`src/hdl/rcd_pkg.sv`:
```
package rcd_pkg;

  localparam int unsigned CHUNK_SIZE_W = 24;
  localparam int unsigned STREAM_ID_W  = 17;

  localparam logic [CHUNK_SIZE_W-1:0] CHUNK_SIZE_RESET = 24'd128;

  // Basic header stream id codes
  localparam logic [5:0] ID_ONE_BYTE = 6'd0;
  localparam logic [5:0] ID_TWO_BYTE = 6'd1;
  localparam logic [STREAM_ID_W-1:0] ID_OFFSET = 17'd64;

  // Message header formats
  localparam logic [1:0] FMT_FULL      = 2'd0;
  localparam logic [1:0] FMT_NO_STREAM = 2'd1;
  localparam logic [1:0] FMT_DELTA     = 2'd2;
  localparam logic [1:0] FMT_NONE      = 2'd3;

  localparam logic [23:0] TS_EXTENDED = 24'hFFFFFF;

  localparam logic KIND_HEADER  = 1'b0;
  localparam logic KIND_PAYLOAD = 1'b1;

  typedef struct packed {
    logic                    kind;
    logic [STREAM_ID_W-1:0]  chunk_stream;
    logic [31:0]             msg_time;
    logic [23:0]             msg_length;
    logic [7:0]              msg_kind;
    logic [31:0]             msg_stream;
    logic [CHUNK_SIZE_W-1:0] payload_count;
    logic [7:0]              payload_byte;
    logic                    chunk_end;
    logic                    message_end;
  } rec_t;

endpackage

```
`src/hdl/rcd_ifs.sv`:
```
interface rcd_byte_if;
  logic       valid;
  logic       ready;
  logic [7:0] stream_byte;

  modport source (output valid, output stream_byte, input ready);
  modport sink (input valid, input stream_byte, output ready);
endinterface

interface rcd_rec_if;
  logic         valid;
  logic         ready;
  rcd_pkg::rec_t data;

  modport source (output valid, output data, input ready);
  modport sink (input valid, input data, output ready);
endinterface

```
`src/hdl/rcd_parser.sv`:
```
module rcd_parser (
  input  logic                                 clk,
  input  logic                                 rst,
  input  logic                                 take,
  input  logic [7:0]                           stream_byte,
  input  logic                                 cfg_we,
  input  logic [rcd_pkg::CHUNK_SIZE_W-1:0]     cfg_wdata,
  output logic                                 res_valid,
  output rcd_pkg::rec_t                        res
);

  typedef enum logic [2:0] {
    PH_BASIC,
    PH_ID1,
    PH_ID2A,
    PH_ID2B,
    PH_MSG,
    PH_EXT,
    PH_DATA
  } phase_t;

  localparam logic [3:0] LAST_FULL      = 4'd11;
  localparam logic [3:0] LAST_NO_STREAM = 4'd7;
  localparam logic [3:0] LAST_DELTA     = 4'd3;
  localparam logic [3:0] EXT_BYTES      = 4'd4;
  localparam logic [3:0] TIME_BYTES     = 4'd3;
  localparam logic [3:0] LENGTH_END     = 4'd6;

  logic [23:0] chunk_size;

  phase_t      phase, phase_next;
  logic [3:0]  field_index, field_index_next;
  logic [1:0]  header_format, header_format_next;
  logic [16:0] current_stream_id, current_stream_id_next;
  logic [31:0] time_field, time_field_next;
  logic [31:0] prev_timestamp, prev_timestamp_next;
  logic [23:0] prev_length, prev_length_next;
  logic [7:0]  prev_type, prev_type_next;
  logic [31:0] prev_stream, prev_stream_next;
  logic [23:0] message_remaining, message_remaining_next;
  logic [23:0] chunk_remaining, chunk_remaining_next;

  logic        basic_done;
  logic        finish;
  logic        emit;
  logic [23:0] eff_size;
  logic [3:0]  last_idx;
  logic        ce;
  logic        me;

  always_comb begin
    phase_next             = phase;
    field_index_next       = field_index;
    header_format_next     = header_format;
    current_stream_id_next = current_stream_id;
    time_field_next        = time_field;
    prev_timestamp_next    = prev_timestamp;
    prev_length_next       = prev_length;
    prev_type_next         = prev_type;
    prev_stream_next       = prev_stream;
    message_remaining_next = message_remaining;
    chunk_remaining_next   = chunk_remaining;
    basic_done             = 1'b0;
    finish                 = 1'b0;
    emit                   = 1'b0;
    ce                     = 1'b0;
    me                     = 1'b0;
    eff_size               = (chunk_size == '0) ? 24'd1 : chunk_size;

    case (header_format)
      rcd_pkg::FMT_FULL:      last_idx = LAST_FULL;
      rcd_pkg::FMT_NO_STREAM: last_idx = LAST_NO_STREAM;
      default:                last_idx = LAST_DELTA;
    endcase

    case (phase)
      PH_BASIC: begin
        header_format_next = stream_byte[7:6];
        if (stream_byte[5:0] == rcd_pkg::ID_ONE_BYTE) begin
          phase_next = PH_ID1;
        end else if (stream_byte[5:0] == rcd_pkg::ID_TWO_BYTE) begin
          phase_next = PH_ID2A;
        end else begin
          current_stream_id_next = {11'd0, stream_byte[5:0]};
          basic_done             = 1'b1;
        end
      end
      PH_ID1: begin
        current_stream_id_next = {9'd0, stream_byte} + rcd_pkg::ID_OFFSET;
        basic_done             = 1'b1;
      end
      PH_ID2A: begin
        current_stream_id_next = {9'd0, stream_byte} + rcd_pkg::ID_OFFSET;
        phase_next             = PH_ID2B;
      end
      PH_ID2B: begin
        current_stream_id_next = current_stream_id + {1'b0, stream_byte, 8'd0};
        basic_done             = 1'b1;
      end
      PH_MSG: begin
        if (field_index < TIME_BYTES) begin
          time_field_next = {8'd0, time_field[15:0], stream_byte};
        end else if (field_index < LENGTH_END) begin
          prev_length_next = {prev_length[15:0], stream_byte};
        end else if (field_index == LENGTH_END) begin
          prev_type_next = stream_byte;
        end else begin
          // stream id is little-endian
          prev_stream_next = {stream_byte, prev_stream[31:8]};
        end
        field_index_next = field_index + 4'd1;
        if (field_index_next == last_idx) begin
          if (time_field_next == {8'd0, rcd_pkg::TS_EXTENDED}) begin
            phase_next       = PH_EXT;
            field_index_next = '0;
            time_field_next  = '0;
          end else begin
            finish = 1'b1;
          end
        end
      end
      PH_EXT: begin
        time_field_next  = {time_field[23:0], stream_byte};
        field_index_next = field_index + 4'd1;
        if (field_index_next == EXT_BYTES) begin
          finish = 1'b1;
        end
      end
      PH_DATA: begin
        if (chunk_remaining != '0) begin
          chunk_remaining_next = chunk_remaining - 24'd1;
        end
        if (message_remaining != '0) begin
          message_remaining_next = message_remaining - 24'd1;
        end
        ce   = (chunk_remaining_next == '0);
        me   = (message_remaining_next == '0);
        emit = 1'b1;
        if (ce) begin
          phase_next       = PH_BASIC;
          field_index_next = '0;
        end
      end
      default: begin
        phase_next       = PH_BASIC;
        field_index_next = '0;
      end
    endcase

    if (basic_done) begin
      if (header_format_next == rcd_pkg::FMT_NONE) begin
        finish = 1'b1;
      end else begin
        phase_next       = PH_MSG;
        field_index_next = '0;
        time_field_next  = '0;
      end
    end

    if (finish) begin
      if (header_format_next == rcd_pkg::FMT_FULL) begin
        prev_timestamp_next = time_field_next;
      end else if (header_format_next != rcd_pkg::FMT_NONE) begin
        prev_timestamp_next = prev_timestamp + time_field_next;
      end
      // start a new message unless a continuation header finds bytes left
      if (header_format_next == rcd_pkg::FMT_FULL ||
          header_format_next == rcd_pkg::FMT_NO_STREAM ||
          message_remaining == '0) begin
        message_remaining_next = prev_length_next;
      end
      chunk_remaining_next = (message_remaining_next < eff_size) ?
                             message_remaining_next : eff_size;
      phase_next       = (chunk_remaining_next != '0) ? PH_DATA : PH_BASIC;
      field_index_next = '0;
      emit             = 1'b1;
    end
  end

  always_ff @(posedge clk) begin
    if (rst) begin
      chunk_size        <= rcd_pkg::CHUNK_SIZE_RESET;
      phase             <= PH_BASIC;
      field_index       <= '0;
      header_format     <= '0;
      current_stream_id <= '0;
      time_field        <= '0;
      prev_timestamp    <= '0;
      prev_length       <= '0;
      prev_type         <= '0;
      prev_stream       <= '0;
      message_remaining <= '0;
      chunk_remaining   <= '0;
      res_valid         <= 1'b0;
    end else begin
      if (cfg_we) begin
        chunk_size <= cfg_wdata;
      end
      res_valid <= take && emit;
      if (take) begin
        phase             <= phase_next;
        field_index       <= field_index_next;
        header_format     <= header_format_next;
        current_stream_id <= current_stream_id_next;
        time_field        <= time_field_next;
        prev_timestamp    <= prev_timestamp_next;
        prev_length       <= prev_length_next;
        prev_type         <= prev_type_next;
        prev_stream       <= prev_stream_next;
        message_remaining <= message_remaining_next;
        chunk_remaining   <= chunk_remaining_next;
      end
    end
  end

  always_ff @(posedge clk) begin
    if (take && emit) begin
      res.kind          <= finish ? rcd_pkg::KIND_HEADER : rcd_pkg::KIND_PAYLOAD;
      res.chunk_stream  <= current_stream_id_next;
      res.msg_time      <= prev_timestamp_next;
      res.msg_length    <= prev_length_next;
      res.msg_kind      <= prev_type_next;
      res.msg_stream    <= prev_stream_next;
      res.payload_count <= finish ? chunk_remaining_next : '0;
      res.payload_byte  <= finish ? 8'd0 : stream_byte;
      res.chunk_end     <= ce;
      res.message_end   <= me;
    end
  end

endmodule

```
`src/hdl/rcd_skid.sv`:
```
module rcd_skid (
  input  logic          clk,
  input  logic          rst,
  input  logic          up_valid,
  output logic          up_ready,
  input  rcd_pkg::rec_t up_data,
  output logic          dn_valid,
  input  logic          dn_ready,
  output rcd_pkg::rec_t dn_data
);

  logic          main_valid;
  logic          skid_valid;
  rcd_pkg::rec_t main_data;
  rcd_pkg::rec_t skid_data;
  logic          dn_fire;

  // up_valid is the parser's registered result, so a byte taken now lands here
  // next cycle; keep room for it as well as for the item already on its way
  assign up_ready = !skid_valid && !(main_valid && up_valid && !dn_ready);
  assign dn_valid = main_valid;
  assign dn_data  = main_data;
  assign dn_fire  = main_valid && dn_ready;

  always_ff @(posedge clk) begin
    if (rst) begin
      main_valid <= 1'b0;
      skid_valid <= 1'b0;
    end else if (dn_fire) begin
      if (skid_valid) begin
        // drain the skid slot; no push can happen while it is full
        main_data  <= skid_data;
        skid_valid <= 1'b0;
      end else if (up_valid) begin
        main_data <= up_data;
      end else begin
        main_valid <= 1'b0;
      end
    end else if (up_valid && !skid_valid) begin
      if (main_valid) begin
        skid_data  <= up_data;
        skid_valid <= 1'b1;
      end else begin
        main_data  <= up_data;
        main_valid <= 1'b1;
      end
    end
  end

endmodule

```
`src/hdl/rtmp_chunk_deframer_top.sv`:
```
// Channel   Dir  Payload                              Handshake
// in_ch     in   stream_byte (8)                      valid/ready
// out_ch    out  data: kind .. message_end (rec_t)    valid/ready
// cfg       in   cfg_wdata = chunk_size (24)          cfg_we, no ready
//
// One stream byte is taken every cycle while the output buffer has room.
// A result (header record or payload byte) for a byte is registered in the parser,
// then held in the output buffer's main entry, which drives out_ch.
// The two-entry output buffer takes the result in flight when out_ch stalls;
// in_ch ready drops in a stall cycle with a result in flight or both entries
// full. Synchronous reset sets chunk_size to 128 and returns to the basic header.
module rtmp_chunk_deframer_top (
  input  logic                             clk,
  input  logic                             rst,
  rcd_byte_if.sink                         in_ch,
  rcd_rec_if.source                        out_ch,
  input  logic                             cfg_we,
  input  logic [rcd_pkg::CHUNK_SIZE_W-1:0] cfg_wdata
);

  logic          take;
  logic          buf_ready;
  logic          res_valid;
  rcd_pkg::rec_t res;

  assign in_ch.ready = buf_ready;
  assign take        = in_ch.valid && buf_ready;

  rcd_parser u_parser (
    .clk         (clk),
    .rst         (rst),
    .take        (take),
    .stream_byte (in_ch.stream_byte),
    .cfg_we      (cfg_we),
    .cfg_wdata   (cfg_wdata),
    .res_valid   (res_valid),
    .res         (res)
  );

  rcd_skid u_skid (
    .clk      (clk),
    .rst      (rst),
    .up_valid (res_valid),
    .up_ready (buf_ready),
    .up_data  (res),
    .dn_valid (out_ch.valid),
    .dn_ready (out_ch.ready),
    .dn_data  (out_ch.data)
  );

endmodule
```
`src/flat_wrapper.sv`:
```
// flat-port wrapper written by rule: the top's interface ports become plain ports
module rtmp_chunk_deframer_top_flat 
  (clk, rst, cfg_we, cfg_wdata, in_ch_valid, in_ch_stream_byte, in_ch_ready, out_ch_valid, out_ch_data, out_ch_ready);
  rcd_byte_if in_ch_i ();
  rcd_rec_if out_ch_i ();
  input  logic clk;
  input  logic rst;
  input  logic cfg_we;
  input  logic [rcd_pkg::CHUNK_SIZE_W-1:0] cfg_wdata;
  input wire logic [$bits(in_ch_i.valid)-1:0] in_ch_valid;
  input wire logic [$bits(in_ch_i.stream_byte)-1:0] in_ch_stream_byte;
  output wire logic [$bits(in_ch_i.ready)-1:0] in_ch_ready;
  output wire logic [$bits(out_ch_i.valid)-1:0] out_ch_valid;
  output wire logic [$bits(out_ch_i.data)-1:0] out_ch_data;
  input wire logic [$bits(out_ch_i.ready)-1:0] out_ch_ready;
  assign in_ch_i.valid = in_ch_valid;
  assign in_ch_i.stream_byte = in_ch_stream_byte;
  assign in_ch_ready = in_ch_i.ready;
  assign out_ch_valid = out_ch_i.valid;
  assign out_ch_data = out_ch_i.data;
  assign out_ch_i.ready = out_ch_ready;
  rtmp_chunk_deframer_top u_core (.clk(clk), .rst(rst), .in_ch(in_ch_i), .out_ch(out_ch_i), .cfg_we(cfg_we), .cfg_wdata(cfg_wdata));
endmodule
```
`config.mk`:
```
export PLATFORM = sky130hd
export DESIGN_NAME = rtmp_chunk_deframer_top_flat
export DESIGN_NICKNAME = d
export VERILOG_FILES = /design/src/hdl/rcd_pkg.sv /design/src/hdl/rcd_ifs.sv /design/src/hdl/rcd_parser.sv /design/src/hdl/rcd_skid.sv /design/src/hdl/rtmp_chunk_deframer_top.sv /design/src/flat_wrapper.sv
export SDC_FILE = /design/constraint.sdc
export NUM_CORES = 1
export LEC_CHECK = 0
export ABC_AREA = 1
export CAP_MARGIN = 20
export CORE_MARGIN = 2
export CORE_UTILIZATION = 28
export DETAILED_ROUTE_END_ITERATION = 10
export DONT_BUFFER_PORTS = 1
export SLEW_MARGIN = 25
export SYNTH_ARGS = -nofsm -noshare
export SYNTH_HDL_FRONTEND = slang
export SYNTH_HIERARCHICAL = 1
export SYNTH_SLANG_ARGS = --single-unit
```
`constraint.sdc`:
```
create_clock -name clk -period 22.4 [get_ports clk]
set_input_delay 2.24 -clock clk [delete_from_list [all_inputs] [get_ports clk]]
set_output_delay 2.24 -clock clk [all_outputs]
set_load 0.01 [all_outputs]
```
## After elaboration in Yosys (flattened, before gate mapping)

Index checks and enable logic that the tools add are counted.
Widths: inputs -> output; s select.

- Register bits after elaboration: 673
- Logic and storage cells: 184

- Add/subtract/negate cells: 6
- $lt $le $gt $ge: 3
- Equal/unequal tests: 19
- Mux-type cells: 76
- Bitwise operators: 2
- Reduce and logical (&&, ||, !) cells: 33

Operators with widths:

| cell | number |
|---|---|
| $mux 148 | 5 |
| $mux 32 | 13 |
| $mux 24 | 15 |
| $logic_not 24->1 | 4 |
| $reduce_bool 24->1 | 3 |
| $pmux 32 s2 | 1 |
| $pmux 17 s3 | 1 |
| $sub 24x1->24 const B | 2 |
| $mux 17 | 2 |
| $add 32x32->32 | 1 |
| $eq 32x24->1 const B | 1 |
| $mux 8 | 4 |
| $mux 3 | 9 |
| $lt 24x24->1 | 1 |
| $mux 4 | 6 |
| $add 17x16->17 | 1 |
| $pmux 4 s4 | 1 |
| $pmux 3 s5 | 1 |
| $mux 1 | 14 |
| $add 8x7->9 const B | 1 |
| $eq 3x3->1 const B | 3 |
| $eq 4x3->1 const B | 2 |
| $pmux 4 s2 | 1 |
| $reduce_and 4->1 | 2 |
| 27 further kinds | 45 |

## Longest topological paths before layout

Gate-level depths: netlist (run 1).

- Depth after elaboration: 15
- Depth in mapped cells: 36
- Mapped depth without buffers: 35

## Hierarchy

Netlist (run 1), hierarchy kept.

By module, submodules not included:

| module | instances | cells each | area each (um2) | sequential area each (um2) |
|---|---|---|---|---|
| rcd_parser | 1 | 2956 | 21534.4 | 8988.6 |
| rcd_skid | 1 | 792 | 11522.3 | 8928.6 |
| rtmp_chunk_deframer_top | 1 | 2 | 7.5 | 0.0 |

## Least setup slack after synthesis (run 1)

No wires, ideal clock.

- Kind: input -> register
- Start: input port out_ch_ready
- End: register u_core.u_skid.main_data, in the netlist u_core/u_skid/dn_data[0], enable pin
- Setup time: 0.705 ns
- Arrival time: 9.615 ns
- Data required time: 21.695 ns
- Path slack: 12.080 ns
- Cell stages on the path: 3
- Cells stage by stage: nand3_4 -> clkbuf_1 -> a21oi_1

- Cells in the longest elaborated chain, start to end: 3
- Elaborated cells between the ends (all ways): 5
- Those cells by class: eq/ne (2); reduce/logical (3)

Ends and longest elaborated chain:

| element | RTL line | text |
|---|---|---|
| from (decl) | flat_wrapper.sv:15 | `input wire logic [$bits(out_ch_i.ready)-1:0] out_ch_ready;` |
| $logic_and 1x1->1 * | rcd_skid.sv:23 | `assign dn_fire = main_valid && dn_ready;` |
| $ne 3x2->1 (no source line) (tied with other cells) | n/a |  |
| $reduce_and 4->1 (no source line) * | n/a |  |
| to (signal assigned) | rcd_skid.sv:32 | `main_data <= skid_data;` |
| to (signal assigned) | rcd_skid.sv:35 | `main_data <= up_data;` |
| to (signal assigned) | rcd_skid.sv:44 | `main_data <= up_data;` |
| to (decl) | rcd_skid.sv:14 | `rcd_pkg::rec_t main_data;` |

Mark *: on every way between the ends. The rest lies on a longest branch, timed or not.
A chain may end at the register's enable or synchronous reset.

## Worst setup path in the final report (run 1)

- Start: input port in_ch_stream_byte[7]
- End: register u_core.u_parser.prev_timestamp[18]

- Cells in the longest elaborated chain, start to end: 12
- Elaborated cells between the ends (all ways): 21
- Those cells by class: add/sub (1); eq/ne (3); mux (16); reduce/logical (1)

Ends and longest elaborated chain:

| element | RTL line | text |
|---|---|---|
| from (decl) | flat_wrapper.sv:11 | `input wire logic [$bits(in_ch_i.stream_byte)-1:0] in_ch_stream_byte;` |
| $mux 32 | rcd_parser.sv:101 | `if (field_index < TIME_BYTES) begin` |
| $mux 32 | rcd_parser.sv:76 | `case (phase)` |
| $eq 32x24->1 | rcd_parser.sv:113 | `if (time_field_next == {8'd0, rcd_pkg::TS_EXTENDED}) begin` |
| $mux 32 | rcd_parser.sv:113 |  |
| $mux 32 | rcd_parser.sv:112 | `if (field_index_next == last_idx) begin` |
| $pmux 32 s2 | rcd_parser.sv:76 |  |
| $mux 32 | rcd_parser.sv:151 | `if (header_format_next == rcd_pkg::FMT_NONE) begin` |
| $mux 32 * | rcd_parser.sv:150 | `if (basic_done) begin` |
| net u_core.u_parser.time_field_next[0] | rcd_parser.sv:35 | `logic [31:0] time_field, time_field_next;` |
| $add 32x32->32 * | rcd_parser.sv:164 | `prev_timestamp_next = prev_timestamp + time_field_next;` |
| $mux 32 * | rcd_parser.sv:163 | `end else if (header_format_next != rcd_pkg::FMT_NONE) begin` |
| $mux 32 * | rcd_parser.sv:161 | `if (header_format_next == rcd_pkg::FMT_FULL) begin` |
| $mux 32 * | rcd_parser.sv:160 | `if (finish) begin` |
| net u_core.u_parser.prev_timestamp_next[18] | rcd_parser.sv:36 | `logic [31:0] prev_timestamp, prev_timestamp_next;` |
| to (signal assigned) | rcd_parser.sv:206 | `prev_timestamp <= prev_timestamp_next;` |
| to (decl) | rcd_parser.sv:36 |  |

The timed path passes the listed nets; every way through them passes the cells marked *. The select of a mux whose other input is x is not followed.

==> flow_metrics.env, run 1 <==
export IMPL_viasPerCell=4.72
export IMPL_io_buffer_count=0
export IMPL_syn_nets=3858
export IMPL_hold_viol_final=0
export IMPL_yosys_warnings=6
export IMPL_netlist_area_sq_um=33100
export IMPL_synth_distinct_cells=61
export IMPL_hp_start="u_core/u_parser/res[97]"
export IMPL_dr_total_vias=25000
export IMPL_start_kind="input pin"
export IMPL_numClockSinks=673
export IMPL_whs_path_depth=0
export IMPL_status="finished, final reports clean"
export IMPL_dp_hpwl_mm=62.2
export IMPL_ir_drop_uv=53.3
export IMPL_grt_first_pass_wirelength_mm=140
export IMPL_post_route_util_pct=31.5
export IMPL_ff2ff_setup_slack_ns=15.71
export IMPL_slowest_delay_ns=0.74
export IMPL_power_uw=4360
export IMPL_drc_errors=0
export IMPL_crit_type="in -> reg"
export IMPL_cts_root_buf="clkbuf_16"
export IMPL_drt_pass1_iter_count=7
export IMPL_gp_congestion=0.886
export IMPL_synth_area_leader_cell="edfxtp_1"
export IMPL_worstPathArrival_ns=7.96
export IMPL_ys_flop_type="edfxtp_1"
export IMPL_io_pins=187
export IMPL_timing_rr_end="u_core/u_parser/prev_timestamp[18]"
export IMPL_drt_iter0_drc=2369
export IMPL_final_common_cell="nand2_1"
export IMPL_antenna_found_initial=21
export IMPL_insertion_delay_ns=0.64
export IMPL_rsz0062_at_grt="false"
export IMPL_reg2reg_depth=26
export IMPL_maxSlewHeadroom_pct=29.4
export IMPL_syn_avg_cell_area_sq_um=8.82
export IMPL_cts_setup_buffers=0
export IMPL_cts_buffer_depth=3
export IMPL_worst_pin_slew_ns=1.06
export IMPL_grt_use_total_pct=14.7
export IMPL_slew_violations=0
export IMPL_p_leak_uw=0.0152
export IMPL_ys_seq_area_share_pct=54.2
export IMPL_nNetsFinal=3787
export IMPL_ctsHoldBuffers=0
export IMPL_cts_resized=0
export IMPL_fmax_mhz=135
export IMPL_grt_ovfl_total=0
export IMPL_grt_pass1_vias=23500
export IMPL_yosysTopAreaCellShare_pct=40.3
export IMPL_p_per_area_nw_per_um2=118
export IMPL_synth_edff_count=444
export IMPL_setup_viol=0
export IMPL_htreeDepth=3
export IMPL_postRouteAntennaNets=0
export IMPL_clkTransAtPathRegs_ns=0.06
export IMPL_start_util_pct=28.1
export IMPL_fin_worst_skew_ns=0.0226
export IMPL_holdPathEnd="u_core/u_skid/skid_data[97]"
export IMPL_fin_setup_tns_ns=0
export IMPL_syn_to_final_growth_pct=12.0
export IMPL_die_w_um=348
export IMPL_r2r_start="u_core/u_parser/phase[2]"
export IMPL_core_sq_um=118000
export IMPL_end_kind="flop"
export IMPL_startpoint="in_ch_stream_byte[7]"
export IMPL_slowest_stage="nand2_1"
export IMPL_cts_tree="yes"
export IMPL_fillers=12300
export IMPL_grt_max_degree=133
export IMPL_wl_mm=90.9
export IMPL_wl_per_cell_um=17.2
export IMPL_drive_above_1_share_pct=8.07
export IMPL_cts_made_buffers=78
export IMPL_placementRows=126
export IMPL_critPathRequiredTime_ns=22.95
export IMPL_crit_fanout=43
export IMPL_async_flop_share_pct=0
export IMPL_min_delay_path_class="reg -> reg"
export IMPL_holdWs_ns=0.437
export IMPL_netlist_instances=3750
export IMPL_period_needed_ns=7.41
export IMPL_synth_seq_cells=673
export IMPL_die_area_sq_um=121000
export IMPL_cap_violations=0
export IMPL_die_h_um=348
export IMPL_synth_area_leaders="edfxtp_1 40%, dfxtp_1 14%, nand2_1 8.3%"
export IMPL_layout_common_cells="730 x nand2_1, 549 x inv_1, 444 x edfxtp_1"
export IMPL_period_share_pct=33.1
export IMPL_crit_top_cell="nand2_1"
-- synthesized netlist by cell type, types with 4 or more instances --
cell      number
o22ai_1       17
nor3_1        27
a32oi_1        5
nand4_1       23
o221ai_1      13
o21ai_1       68
edfxtp_1     444
buf_4          4
buf_2         23
o21ai_2       91
inv_2          5
clkinv_1       4
buf_1          9
a21oi_1      260
clkbuf_1     120
nor2_2         6
o211ai_1      38
o21a_1        10
nor2_1       281
o21bai_1       6
o21ai_0      399
nand2_1      731
or2_2         12
xnor2_1       10
xor2_1        36
ha_1          69
a31oi_1       44
nand3_1      102
inv_1        553
a221oi_1       5
nor4_1        12
a211oi_1       7
a31o_2         9
buf_6         30
dfxtp_1      229
-- registers in the layout (all words and copies together) (netlist names), 8 cells and up --
| name | cells |
|---|---|
| u_core/u_parser/res | 148 |
| u_core/u_skid/dn_data | 148 |
| u_core/u_skid/skid_data | 148 |
| u_core/u_parser/prev_stream | 32 |
| u_core/u_parser/prev_timestamp | 32 |
| u_core/u_parser/time_field | 32 |
| u_core/u_parser/chunk_remaining | 24 |
| u_core/u_parser/chunk_size | 24 |
| u_core/u_parser/message_remaining | 24 |
| u_core/u_parser/prev_length | 24 |
| u_core/u_parser/current_stream_id | 17 |
| u_core/u_parser/prev_type | 8 |
-- power breakdown --
group,switching [uW],leakage (uW),internal [uW],total [uW]
Clock,525,0.00128,789,1310
Sequential,113,0.00597,1560,1670
Combinational,961,0.00792,413,1370
Total,1600,0.0152,2760,4360
-- worst max-delay path: cells and delay by family --
| family | cells | cell delay, ns |
|---|---|---|
| simple gates | 9 | 2.01 |
| fa+ha+maj | 2 | 0.39 |
| compound gates | 11 | 2.58 |
| buf+inv | 3 | 0.72 |
-- area by class of cell --
cell class	instances	area, sq um	area share (%)
diodes	10	25.0	0.0676
clock buffers	103	2120	5.71
clock inverters	42	541	1.46
inverters	562	2120	5.73
multi-input cells	2329	12100	32.7
flip-flops and latches	673	17900	48.4
well taps	1536	1920	5.19
repair buffers	35	287	0.774
-- logic make-up after synthesis --
group | count (synthesis) | share of synthesized area, %
flip-flops | 673 | 54.2
XOR/XNOR | 46 | 1.22
buffers and inverters | 748 | 9.31
AND/OR/NAND/NOR | 1214 | 15.0
AO/OA/AOI/OAI | 996 | 17.5
multiplexers | 2 | 0.0605
adder cells (fa/ha/maj) | 71 | 2.73
-- through the flow --
stage               cells  worst slack (ns)  area, sq um
floorplan            3750             12.08        33100
detailed placement   5134             14.32        34300
global placement     5134             14.32        34300
global route         5289             14.32        37000
finish               5290             14.99        37000
CTS                  5279             14.91        37000
-- worst max-delay path by stage --
stage	slack (ns)	depth (start not counted)	endpoint
6_report	14.99	25	u_core/u_parser/prev_timestamp[18]
3_5_place_dp	14.32	25	u_core/u_parser/prev_timestamp[18]
4_1_cts	14.91	25	u_core/u_parser/prev_timestamp[18]
5_1_grt	14.32	25	u_core/u_parser/prev_timestamp[18]
2_1_floorplan	12.08	3	u_core/u_skid/dn_data[0]
3_3_place_gp	14.32	25	u_core/u_parser/prev_timestamp[18]
-- metal layers --
layer | global-route usage, % | vias to the layer above | routed length (um) | share of wire (%)
met3 | 3.24 | 123 | 5960 | 6.6
met2 | 23.2 | 660 | 41200 | 45
met5 | 0 | - | 104 | 0.11
met1 | 20.4 | 11700 | 41800 | 46
met4 | 3.70 | 18 | 1870 | 2.1
li1 | - | 12500 | - | -
Note: power is estimated with default switching activity, not from simulation.
==> inputs of run 2 (changes only) <==
clock period = 7.68 ns   (was 22.4 ns; I/O delays follow)
==> flow_metrics.env, run 2 (same netlist as run 1, synthesis figures left out) <==
export IMPL_status="finished, final reports clean"
export IMPL_numClockSinks=673
export IMPL_holdWs_ns=0.242
export IMPL_io_buffer_count=0
export IMPL_wl_per_cell_um=17.5
export IMPL_antenna_found_initial=3
export IMPL_htreeDepth=3
export IMPL_drive_above_1_share_pct=8.17
export IMPL_cts_root_buf="clkbuf_16"
export IMPL_fillers=12300
export IMPL_worst_pin_slew_ns=1.06
export IMPL_dr_total_vias=25100
export IMPL_period_needed_ns=6.09
export IMPL_grt_ovfl_total=0
export IMPL_dp_hpwl_mm=62.6
export IMPL_p_leak_uw=0.0152
export IMPL_start_kind="flop"
export IMPL_layout_common_cells="731 x nand2_1, 549 x inv_1, 444 x edfxtp_1"
export IMPL_cap_violations=0
export IMPL_fin_setup_tns_ns=0
export IMPL_fmax_mhz=164
export IMPL_crit_fanout=45
export IMPL_maxSlewHeadroom_pct=27.4
export IMPL_ctsHoldBuffers=0
export IMPL_diodes=0
export IMPL_die_h_um=348
export IMPL_end_kind="flop"
export IMPL_slowest_delay_ns=0.46
export IMPL_postRouteAntennaNets=0
export IMPL_final_common_cell="nand2_1"
export IMPL_cts_made_buffers=75
export IMPL_io_pins=187
export IMPL_nNetsFinal=3789
export IMPL_die_w_um=348
export IMPL_start_util_pct=28.1
export IMPL_fin_worst_skew_ns=0.0438
export IMPL_drt_iter0_drc=2225
export IMPL_slew_violations=0
export IMPL_grt_use_total_pct=15.0
export IMPL_clkTransAtPathRegs_ns=0.07
export IMPL_crit_top_cell="nand2_1"
export IMPL_setup_viol=0
export IMPL_placementRows=126
export IMPL_cts_buffer_depth=3
export IMPL_grt_first_pass_wirelength_mm=142
export IMPL_grt_max_degree=149
export IMPL_period_share_pct=79.4
export IMPL_rsz0062_at_grt="false"
export IMPL_crit_type="reg -> reg"
export IMPL_worstPathArrival_ns=6.65
export IMPL_die_area_sq_um=121000
export IMPL_cts_setup_buffers=0
export IMPL_path_buf_inv=3
export IMPL_cts_resized=0
export IMPL_insertion_delay_ns=0.66
export IMPL_critPathRequiredTime_ns=8.23
export IMPL_hold_viol_final=0
export IMPL_slowest_stage="o21ai_0"
export IMPL_core_sq_um=118000
export IMPL_syn_to_final_growth_pct=12.2
export IMPL_p_per_area_nw_per_um2=345
export IMPL_drt_pass1_iter_count=5
export IMPL_ir_drop_uv=158
export IMPL_crit_family="simple AND/OR/NAND/NOR gates"
export IMPL_drc_errors=0
export IMPL_cts_tree="yes"
export IMPL_wl_mm=92.2
export IMPL_viasPerCell=4.75
export IMPL_gp_congestion=0.888
export IMPL_grt_pass1_vias=23500
export IMPL_min_delay_path_class="in -> reg"
==> run 2: final timing paths <==
path | from | to | slack [ns] | cells past startpoint
min reg2reg | u_core/u_parser/res[80] | u_core/u_skid/skid_data[80] | 0.43 | 0
min | rst | u_core/u_parser/phase[2] | 0.24 | 1
max reg2reg | u_core/u_parser/field_index[1] | u_core/u_parser/phase[2] | 1.59 | 28
max | u_core/u_parser/field_index[1] | u_core/u_parser/phase[2] | 1.59 | 28
==> run 2: layout make-up <==
class / count / area, sq um / share of cell area (%)
clock buffer: 98 / 2060 / 5.54
clock inverter: 42 / 631 / 1.70
inverter: 562 / 2120 / 5.72
multi-input combinational: 2329 / 12100 / 32.6
sequential: 673 / 17900 / 48.3
tap: 1536 / 1920 / 5.18
timing repair buffer: 40 / 338 / 0.911
==> run 2: layer usage <==
metal / wire length [um] / vias up / GRT usage, %
met5: 27 / - / 0
met4: 2030 / 4 / 3.97
met3: 5570 / 120 / 2.85
met2: 41200 / 688 / 23.4
met1: 43400 / 11800 / 21.1
li1: - / 12500 / -
==> run 2: stage by stage <==
step | util, % | total power (uW) | worst slack, ns | instance area (sq um) | cells
3_3_place_gp | 29.3 | 8980 | 1.68 | 34400 | 5140
6_report | 31.5 | 12800 | 1.59 | 37100 | 5280
3_5_place_dp | 29.3 | 9000 | 1.63 | 34400 | 5140
5_1_grt | 31.5 | 13600 | 1.07 | 37100 | 5280
2_1_floorplan | - | 7850 | 1.80 | 33100 | 3750
4_1_cts | 31.5 | 12900 | 1.60 | 37100 | 5280
==> run 2: where the power goes <==
part           total, uW  internal (uW)  switching (uW)
Combinational       4050           1240            2810
Sequential          4880           4550             333
Clock               3850           2270            1580
Total              12800           8060            4730
